**src/rtl/ilq_pkg.sv**
```systemverilog
`timescale 1ns / 1ps

package ilq_pkg;

    localparam int ILQ_DEPTH      = 16;
    localparam int ILQ_DATA_WIDTH = 32;

    localparam int OPCODE_W = 3;
    localparam int VALUE_W  = 32;
    localparam int POS_W    = 5;
    localparam int LEN_W    = 5;
    localparam int STATUS_W = 2;

    typedef enum logic [OPCODE_W-1:0] {
        OP_PUSH      = 3'd0,
        OP_POP       = 3'd1,
        OP_INSERT    = 3'd2,
        OP_REMOVE    = 3'd3,
        OP_PEEK_AT   = 3'd4,
        OP_PEEK_HEAD = 3'd5,
        OP_REVERSE   = 3'd6,
        OP_CLEAR     = 3'd7
    } opcode_t;

    typedef enum logic [STATUS_W-1:0] {
        ST_OK    = 2'd0,
        ST_EMPTY = 2'd1,
        ST_FULL  = 2'd2,
        ST_CLAMP = 2'd3
    } status_t;

endpackage

```
**src/rtl/indexed_list_queue_core.sv**
```systemverilog
`timescale 1ns / 1ps
// Push, clear, append, single-entry reverse and any full or empty case finish straight from idle;
// pop and peek wait for one RAM read; insert and remove walk the tail and reverse swaps pairs,
// with one entry moved per cycle through the single RAM write port.
// Back-to-back: the next beat is taken in the cycle its predecessor shows done, so a new command
// cannot start while an operation is still busy.
// Reset (rst_n low, async) empties the list; entry RAM contents stay undefined, no sweep.
// Results are one-cycle done strobes; the receiver cannot stall.

module indexed_list_queue_core #(
    parameter int DEPTH      = ilq_pkg::ILQ_DEPTH,
    parameter int DATA_WIDTH = ilq_pkg::ILQ_DATA_WIDTH
) (
    input  logic                         clk,
    input  logic                         rst_n,
    input  logic                         start,
    output logic                         busy,
    input  logic [ilq_pkg::OPCODE_W-1:0] opcode,
    input  logic [ilq_pkg::VALUE_W-1:0]  value,
    input  logic [ilq_pkg::POS_W-1:0]    position,
    output logic                         done,
    output logic [ilq_pkg::VALUE_W-1:0]  result_value,
    output logic [ilq_pkg::LEN_W-1:0]    length,
    output logic [ilq_pkg::STATUS_W-1:0] status
);

    import ilq_pkg::*;

    // AW addresses the RAM, CW holds a count up to DEPTH, PW compares count with position.
    localparam int AW = $clog2(DEPTH);
    localparam int CW = $clog2(DEPTH + 1);
    localparam int PW = (CW > POS_W) ? CW : POS_W;

    typedef enum logic [2:0] {
        S_IDLE,
        S_RD_WAIT,
        S_REM_MOVE,
        S_INS_MOVE,
        S_INS_PUT,
        S_REV_A,
        S_REV_B,
        S_REV_C
    } state_t;

    // The list lives in a ring: logical position p sits at (head + p) mod DEPTH.
    // Pop just advances head; insert, remove and reverse move words through the RAM.
    function automatic logic [AW-1:0] phys(input logic [AW-1:0] base,
                                           input logic [CW-1:0] lidx);
        logic [AW+1:0] sum;
        sum = (AW+2)'(base) + (AW+2)'(lidx);
        if (sum >= (AW+2)'(DEPTH))
        begin
            sum = sum - (AW+2)'(DEPTH);
        end
        return sum[AW-1:0];
    endfunction

    // Control state
    state_t            state_reg,  state_next;
    logic [CW-1:0]     count_reg,  count_next;
    logic [AW-1:0]     head_reg,   head_next;
    opcode_t           op_reg,     op_next;
    status_t           st_reg,     st_next;
    // Walk pointers: src is the word being moved (lo side for reverse), hi the far side.
    logic [CW-1:0]     src_reg,    src_next;
    logic [CW-1:0]     hi_reg,     hi_next;
    logic [CW-1:0]     idx_reg,    idx_next;
    // Payload holding
    logic [DATA_WIDTH-1:0] data_reg, data_next;
    logic [DATA_WIDTH-1:0] hold_reg, hold_next;
    // Result beat
    logic                  done_reg,         done_next;
    logic [VALUE_W-1:0]    result_value_reg, result_value_next;
    logic [LEN_W-1:0]      length_reg,       length_next;
    status_t               status_reg,       status_next;

    // Entry RAM port
    logic                  ram_we;
    logic [AW-1:0]         ram_waddr;
    logic [AW-1:0]         ram_raddr;
    logic [DATA_WIDTH-1:0] ram_wdata;
    logic [DATA_WIDTH-1:0] ram_rdata;

    ilq_ram #(
        .WIDTH (DATA_WIDTH),
        .DEPTH (DEPTH)
    ) u_entries (
        .clk   (clk),
        .we    (ram_we),
        .waddr (ram_waddr),
        .wdata (ram_wdata),
        .raddr (ram_raddr),
        .rdata (ram_rdata)
    );

    always_comb
    begin
        logic [PW-1:0]         cnt_w;
        logic [PW-1:0]         pos_w;
        logic [CW-1:0]         last;
        logic [CW-1:0]         sel;
        logic                  fin;
        logic [DATA_WIDTH-1:0] fin_value;
        status_t               fin_status;

        cnt_w      = PW'(count_reg);
        pos_w      = PW'(position);
        last       = count_reg - CW'(1);
        sel        = '0;
        fin        = 1'b0;
        fin_value  = '0;
        fin_status = ST_OK;

        state_next = state_reg;
        count_next = count_reg;
        head_next  = head_reg;
        op_next    = op_reg;
        st_next    = st_reg;
        src_next   = src_reg;
        hi_next    = hi_reg;
        idx_next   = idx_reg;
        data_next  = data_reg;
        hold_next  = hold_reg;

        ram_we    = 1'b0;
        ram_waddr = '0;
        ram_wdata = data_reg;
        ram_raddr = '0;

        case (state_reg)
            S_IDLE:
            begin
                if (start)
                begin
                    op_next   = opcode_t'(opcode);
                    data_next = DATA_WIDTH'(value);
                    st_next   = ST_OK;
                    case (opcode_t'(opcode))
                        OP_PUSH:
                        begin
                            fin = 1'b1;
                            if (count_reg == CW'(DEPTH))
                            begin
                                fin_status = ST_FULL;
                            end
                            else
                            begin
                                ram_we     = 1'b1;
                                ram_waddr  = phys(head_reg, count_reg);
                                ram_wdata  = DATA_WIDTH'(value);
                                count_next = count_reg + CW'(1);
                            end
                        end
                        OP_INSERT:
                        begin
                            if (count_reg == CW'(DEPTH))
                            begin
                                fin        = 1'b1;
                                fin_status = ST_FULL;
                            end
                            else
                            begin
                                // Past the end: append and flag the clamp.
                                if (pos_w > cnt_w)
                                begin
                                    sel     = count_reg;
                                    st_next = ST_CLAMP;
                                end
                                else
                                begin
                                    sel = CW'(pos_w);
                                end
                                if (sel == count_reg)
                                begin
                                    ram_we     = 1'b1;
                                    ram_waddr  = phys(head_reg, count_reg);
                                    ram_wdata  = DATA_WIDTH'(value);
                                    count_next = count_reg + CW'(1);
                                    fin        = 1'b1;
                                    fin_status = st_next;
                                end
                                else
                                begin
                                    // Shift the tail up one, starting from the last word.
                                    idx_next   = sel;
                                    src_next   = last;
                                    ram_raddr  = phys(head_reg, last);
                                    state_next = S_INS_MOVE;
                                end
                            end
                        end
                        OP_POP, OP_PEEK_HEAD:
                        begin
                            if (count_reg == '0)
                            begin
                                fin        = 1'b1;
                                fin_status = ST_EMPTY;
                            end
                            else
                            begin
                                src_next   = '0;
                                ram_raddr  = head_reg;
                                state_next = S_RD_WAIT;
                            end
                        end
                        OP_REMOVE, OP_PEEK_AT:
                        begin
                            if (count_reg == '0)
                            begin
                                fin        = 1'b1;
                                fin_status = ST_EMPTY;
                            end
                            else
                            begin
                                // At or past the end: act on the last word.
                                if (pos_w >= cnt_w)
                                begin
                                    sel     = last;
                                    st_next = ST_CLAMP;
                                end
                                else
                                begin
                                    sel = CW'(pos_w);
                                end
                                src_next   = sel;
                                ram_raddr  = phys(head_reg, sel);
                                state_next = S_RD_WAIT;
                            end
                        end
                        OP_REVERSE:
                        begin
                            if (count_reg == '0)
                            begin
                                fin        = 1'b1;
                                fin_status = ST_EMPTY;
                            end
                            else if (count_reg == CW'(1))
                            begin
                                fin = 1'b1;
                            end
                            else
                            begin
                                src_next   = '0;
                                hi_next    = last;
                                ram_raddr  = head_reg;
                                state_next = S_REV_A;
                            end
                        end
                        OP_CLEAR:
                        begin
                            count_next = '0;
                            head_next  = '0;
                            fin        = 1'b1;
                        end
                        default:
                        begin
                            fin = 1'b1;
                        end
                    endcase
                end
            end

            S_RD_WAIT:
            begin
                case (op_reg)
                    OP_POP:
                    begin
                        // Drop the head by advancing the ring start.
                        head_next  = phys(head_reg, CW'(1));
                        count_next = last;
                        fin        = 1'b1;
                        fin_value  = ram_rdata;
                        fin_status = st_reg;
                        state_next = S_IDLE;
                    end
                    OP_REMOVE:
                    begin
                        if (src_reg == last)
                        begin
                            count_next = last;
                            fin        = 1'b1;
                            fin_value  = ram_rdata;
                            fin_status = st_reg;
                            state_next = S_IDLE;
                        end
                        else
                        begin
                            // Hold the removed word, then pull the tail down.
                            hold_next  = ram_rdata;
                            src_next   = src_reg + CW'(1);
                            ram_raddr  = phys(head_reg, src_reg + CW'(1));
                            state_next = S_REM_MOVE;
                        end
                    end
                    default:
                    begin
                        fin        = 1'b1;
                        fin_value  = ram_rdata;
                        fin_status = st_reg;
                        state_next = S_IDLE;
                    end
                endcase
            end

            S_REM_MOVE:
            begin
                ram_we    = 1'b1;
                ram_waddr = phys(head_reg, src_reg - CW'(1));
                ram_wdata = ram_rdata;
                if (src_reg == last)
                begin
                    count_next = last;
                    fin        = 1'b1;
                    fin_value  = hold_reg;
                    fin_status = st_reg;
                    state_next = S_IDLE;
                end
                else
                begin
                    src_next  = src_reg + CW'(1);
                    ram_raddr = phys(head_reg, src_reg + CW'(1));
                end
            end

            S_INS_MOVE:
            begin
                ram_we    = 1'b1;
                ram_waddr = phys(head_reg, src_reg + CW'(1));
                ram_wdata = ram_rdata;
                if (src_reg == idx_reg)
                begin
                    state_next = S_INS_PUT;
                end
                else
                begin
                    src_next  = src_reg - CW'(1);
                    ram_raddr = phys(head_reg, src_reg - CW'(1));
                end
            end

            S_INS_PUT:
            begin
                ram_we     = 1'b1;
                ram_waddr  = phys(head_reg, idx_reg);
                ram_wdata  = data_reg;
                count_next = count_reg + CW'(1);
                fin        = 1'b1;
                fin_status = st_reg;
                state_next = S_IDLE;
            end

            S_REV_A:
            begin
                // Low word arrives; hold it and fetch the high word.
                hold_next  = ram_rdata;
                ram_raddr  = phys(head_reg, hi_reg);
                state_next = S_REV_B;
            end

            S_REV_B:
            begin
                // High word lands at the low slot; prefetch the next low word if a pair is left.
                ram_we    = 1'b1;
                ram_waddr = phys(head_reg, src_reg);
                ram_wdata = ram_rdata;
                if (src_reg + CW'(2) < hi_reg)
                begin
                    ram_raddr = phys(head_reg, src_reg + CW'(1));
                end
                state_next = S_REV_C;
            end

            S_REV_C:
            begin
                ram_we    = 1'b1;
                ram_waddr = phys(head_reg, hi_reg);
                ram_wdata = hold_reg;
                if (src_reg + CW'(2) < hi_reg)
                begin
                    hold_next  = ram_rdata;
                    ram_raddr  = phys(head_reg, hi_reg - CW'(1));
                    src_next   = src_reg + CW'(1);
                    hi_next    = hi_reg - CW'(1);
                    state_next = S_REV_B;
                end
                else
                begin
                    fin        = 1'b1;
                    state_next = S_IDLE;
                end
            end

            default:
            begin
                state_next = S_IDLE;
            end
        endcase

        // Result beat: length reports the count after the operation.
        done_next         = fin;
        result_value_next = fin ? VALUE_W'(fin_value) : result_value_reg;
        length_next       = fin ? LEN_W'(count_next) : length_reg;
        status_next       = fin ? fin_status : status_reg;
    end

    always_ff @(posedge clk or negedge rst_n)
    begin
        if (!rst_n)
        begin
            state_reg        <= S_IDLE;
            count_reg        <= '0;
            head_reg         <= '0;
            op_reg           <= OP_PUSH;
            st_reg           <= ST_OK;
            src_reg          <= '0;
            hi_reg           <= '0;
            idx_reg          <= '0;
            data_reg         <= '0;
            hold_reg         <= '0;
            done_reg         <= 1'b0;
            result_value_reg <= '0;
            length_reg       <= '0;
            status_reg       <= ST_OK;
        end
        else
        begin
            state_reg        <= state_next;
            count_reg        <= count_next;
            head_reg         <= head_next;
            op_reg           <= op_next;
            st_reg           <= st_next;
            src_reg          <= src_next;
            hi_reg           <= hi_next;
            idx_reg          <= idx_next;
            data_reg         <= data_next;
            hold_reg         <= hold_next;
            done_reg         <= done_next;
            result_value_reg <= result_value_next;
            length_reg       <= length_next;
            status_reg       <= status_next;
        end
    end

    // Busy is high in every state but idle, so not in the cycle a command is accepted; the done beat itself is idle.
    assign busy         = (state_reg != S_IDLE);
    assign done         = done_reg;
    assign result_value = result_value_reg;
    assign length       = length_reg;
    assign status       = status_reg;

endmodule

```
**src/rtl/ilq_ram.sv**
```systemverilog
`timescale 1ns / 1ps

module ilq_ram #(
    parameter int WIDTH = 32,
    parameter int DEPTH = 16,
    localparam int AW   = $clog2(DEPTH)
) (
    input  logic             clk,
    input  logic             we,
    input  logic [AW-1:0]    waddr,
    input  logic [WIDTH-1:0] wdata,
    input  logic [AW-1:0]    raddr,
    output logic [WIDTH-1:0] rdata
);

    logic [WIDTH-1:0] mem [DEPTH];
    logic [WIDTH-1:0] rdata_reg;

    always_ff @(posedge clk)
    begin
        if (we)
        begin
            mem[waddr] <= wdata;
        end
        rdata_reg <= mem[raddr];
    end

    assign rdata = rdata_reg;

endmodule

```
**config.mk**
```make
export PLATFORM = sky130hd
export DESIGN_NAME = indexed_list_queue_core
export DESIGN_NICKNAME = d
export VERILOG_FILES = /design/src/rtl/ilq_pkg.sv /design/src/rtl/indexed_list_queue_core.sv /design/src/rtl/ilq_ram.sv
export SDC_FILE = /design/constraint.sdc
export NUM_CORES = 1
export LEC_CHECK = 0
export BUFFER_PORTS_ARGS = -buffer_cell sky130_fd_sc_hd__clkbuf_2
export CAP_MARGIN = 15
export CORE_ASPECT_RATIO = 1.4
export CORE_MARGIN = 2
export CORE_UTILIZATION = 30
export DETAILED_ROUTE_END_ITERATION = 16
export PLACE_DENSITY = 0.51
export SLEW_MARGIN = 25
export SYNTH_ARGS = -nofsm -noshare
export SYNTH_HDL_FRONTEND = slang
export SYNTH_SLANG_ARGS = --single-unit
```
**constraint.sdc**
```tcl
create_clock -name clk -period 14 [get_ports clk]
set_input_delay 2.8 -clock clk [delete_from_list [all_inputs] [get_ports clk]]
set_output_delay 2.8 -clock clk [all_outputs]
set_load 0.05 [all_outputs]
```
==> key figures <==
Routing
  – Residual DRC: 0
  – Vias per cell: 5.502
  – Routed Antenna Nets: 0
  – WL/cell: 25.83 um
  – Iter 0 DRT Violations: 1,924
  – Routed vias: 21,620
  – Total wire length: 101.5 mm
  – Drt pass-1 iters: 6

Setup path
  – Worst Path Class, Setup: in -> reg
  – Max incr delay on CP: 0.81 ns
  – CP startpoint kind: input pin
  – Crit end category: flip-flop
  – CP arrival: 8.42 ns
  – Required time of the critical path: 14.53 ns
  – R2R Path Start: count_reg[3]$_DFF_PN0_
  – CP max FO: 74
  – Crit path from: position[4]
  – Worst-path cell chain: clkbuf_2 -> ha_1 -> and2_1 -> a221oi_1 -> o21ai_1 -> nor2_1 -> a21oi_1 -> ha_1 -> inv_1 -> o21ai_0 -> a21oi_1 -> a2bb2oi_2 -> o2111ai_4 -> buf_4 -> buf_4 -> nor2_4 -> buf_16 -> a22oi_1 -> nand3_1 -> and4_1
  – CP max-delay cell: buf_4

Final layout
  – Final core utilization: 34.48%
  – Nets@finish: 2,623
  – Antenna diode count: 0
  – Area grow syn2layout: 14.37%
  – FF/Latch Area: 19,400 um2
  – Fillers: 10,100
  – Share of layout cells above drive strength 1: 17.98%
  – Area of the multi-input gates: 11,190 um2
  – Most flop-heavy register: u_entries.mem
  – Max FFs per register: 512

Synthesis
  – Post-Synthesis Cells: 2,486
  – Asr flop ratio synth: 19.88%
  – Mapped Area: 31,210 um2
  – Post-synth EDFFs: 512
  – Ys flop type: edfxtp_1
  – Yosys reg bits: 679
  – Library cells used by synthesis: 83
  – Yosys warns: 0
  – Post-Syn Nets: 2,583
  – Register area share after synthesis: 62.13%
  – Avg Inst Size Synth: 12.56 um2

Die
  – Die area: 106,700 um2
  – Cell Rows: 140
  – Core area: 103,500 um2
  – Die width: 276.6 um
  – Die Y: 385.7 um
  – Initial core utilization: 30.15%
  – IO Count: 84

CTS
  – # H-tree levels: 3
  – Post-CTS setup buffer count: 0
  – Root Driver: clkbuf_16
  – CTS Buffer Depth: 3
  – CTS Hold Bufs: 0
  – Num CTS Buffers: 68
  – CTS tree: built
  – Clock latency on the worst-skew pair: 0.64 ns
  – Clock transition at the registers of the reported paths: 0.06 ns
  – # clock sinks: 679
  – PostCTS Resize Cnt: 0

STA
  – Minimum clock period: 7.893 ns
  – WHS: 0.4832 ns
  – Rel. slew slack: 30.42%
  – Slew @ Worst Pin: 1.044 ns
  – Fmax achieved: 126.7 MHz
  – Slew Viols, Final: 0
  – Hold Vio Cnt, Final: 0
  – RSZ-0062 raised after global routing: false
  – Setup violators final: 0
  – Worst clock skew: 0.02215 ns
  – Setup TNS: 0 ns
  – Period utilisation layout: 56.38%

GRT
  – First-pass GRT wire length: 149.0 mm
  – Initial antenna violation count: 1
  – Largest net degree at the start of global routing: 94
  – GRT Util Overall: 18.87%
  – Total congestion overflow: 0
  – Vias in the first global route: 21,840

Place
  – DP HPWL: 59.71 mm
  – Routability Congestion: 0.9096
  – Number of buffers added on ports: 83

Worst hold path
  – HP Class: reg -> reg
  – Hold Startpoint: result_value[16]$_DFFE_PN0P_

Flow run
  – Max-Cap Viols: 0

Status
  – Outcome: finished clean
placed cells by master, fill, tap and decap left out, types with 52 or more instances in the layout:
cell / count
edfxtp_1: 512
o211ai_1: 93
buf_4: 52
clkbuf_16: 72
a21oi_1: 70
a22oi_1: 158
nand2_1: 363
dfrtp_1: 132
clkbuf_2: 82
mux2_2: 159
o21ai_0: 146
o21a_1: 74
layer usage:
metal | wire length [um] | global-route usage (%) | vias up
met2 | 51030 | 33.32 | 863
met1 | 40500 | 22.82 | 10980
met4 | 4373 | 8.826 | 2
li1 | - | - | 9570
met5 | 12 | 0 | -
met3 | 5612 | 2.594 | 207
critical path, delay by kind of cell:
kind	cells	cell delay [ns]
AO/OA/AOI/OAI	8	1.83
adder cells (fa/ha/maj)	2	0.67
AND/OR/NAND/NOR	5	0.97
buffers and inverters	5	2.06
synthesized netlist by cell type, types with 5 or more instances:
cell        n  share of area (%)
a211oi_1    7               0.17
a21o_1     16               0.38
a21oi_1    71                1.1
a221oi_1   40                1.1
a22oi_1   158                3.8
a31oi_1    19               0.38
and3_1     11               0.22
and4_1     32               0.90
buf_1      15               0.18
buf_2      64                1.0
clkbuf_1   87                1.0
dfrtp_1   135                 11
dfxtp_1    32                2.1
edfxtp_1  512                 49
fa_1       10               0.64
ha_1       44                1.8
inv_1      40               0.48
mux2_2    159                5.7
mux2i_1    10               0.32
nand2_1   364                4.4
nand2b_1   10               0.20
nand3_1    52               0.83
nand4_1     6               0.12
nor2_1     64               0.77
nor2b_1     5               0.10
nor3_1     15               0.24
o211ai_1   93                2.2
o21a_1     74                1.8
o21ai_0   146                2.3
o221ai_1    7               0.20
o22ai_1    40               0.80
o31ai_1     7               0.17
xnor2_1    26               0.73
xnor3_1     5               0.36
xor2_1     26               0.73
metrics by stage:
| step | worst slack (ns) | std cells | cell area (um2) |
|---|---|---|---|
| floorplan | 7.225 | 2486 | 31210 |
| global placement | 5.461 | 3804 | 33260 |
| detailed placement | 5.504 | 3805 | 33300 |
| CTS | 6.196 | 3930 | 35700 |
| global route | 5.667 | 3930 | 35700 |
| finish | 6.107 | 3930 | 35700 |
worst paths after layout:
path / endpoint / cells after the start / slack [ns]
setup / recovery: u_entries.rdata[12]$_DFF_P_ / 20 / 6.11
hold / removal: result_value[16]$_DFFE_PN0P_ / 2 / 0.48
setup reg to reg: u_entries.rdata[12]$_DFF_P_ / 20 / 7.22
hold reg to reg: result_value[16]$_DFFE_PN0P_ / 2 / 0.48
max in group asynchronous: state_reg[0]$_DFFE_PN0P_ / 3 / 10.16
min in group asynchronous: result_value[23]$_DFFE_PN0P_ / 1 / 2.13
logic make-up (layout without fill, tap and decap cells):
logic type / count (synthesis) / count (layout) / synth area share [%]
adders and majority gates: 54 / 54 / 2.405
DFF: 679 / 679 / 62.13
AOI/OAI and AO/OA: 722 / 722 / 15.95
muxes: 173 / 173 / 6.201
buffers and inverters: 211 / 306 / 2.842
xor gates and xnor gates: 57 / 57 / 1.820
and+or+nand+nor: 590 / 590 / 8.643
cell type report:
| class | instances | area share (%) |
|---|---|---|
| inverter | 42 | 0.4416 |
| sequential | 679 | 54.34 |
| clock buffer | 85 | 5.352 |
| timing repair buffer | 139 | 2.447 |
| tap | 1349 | 4.728 |
| clock inverter | 40 | 1.356 |
| multi-input combinational | 1596 | 31.34 |
Power is not shown: default switching activity piles up to over one toggle a cycle in this logic, so the estimate is an artifact.
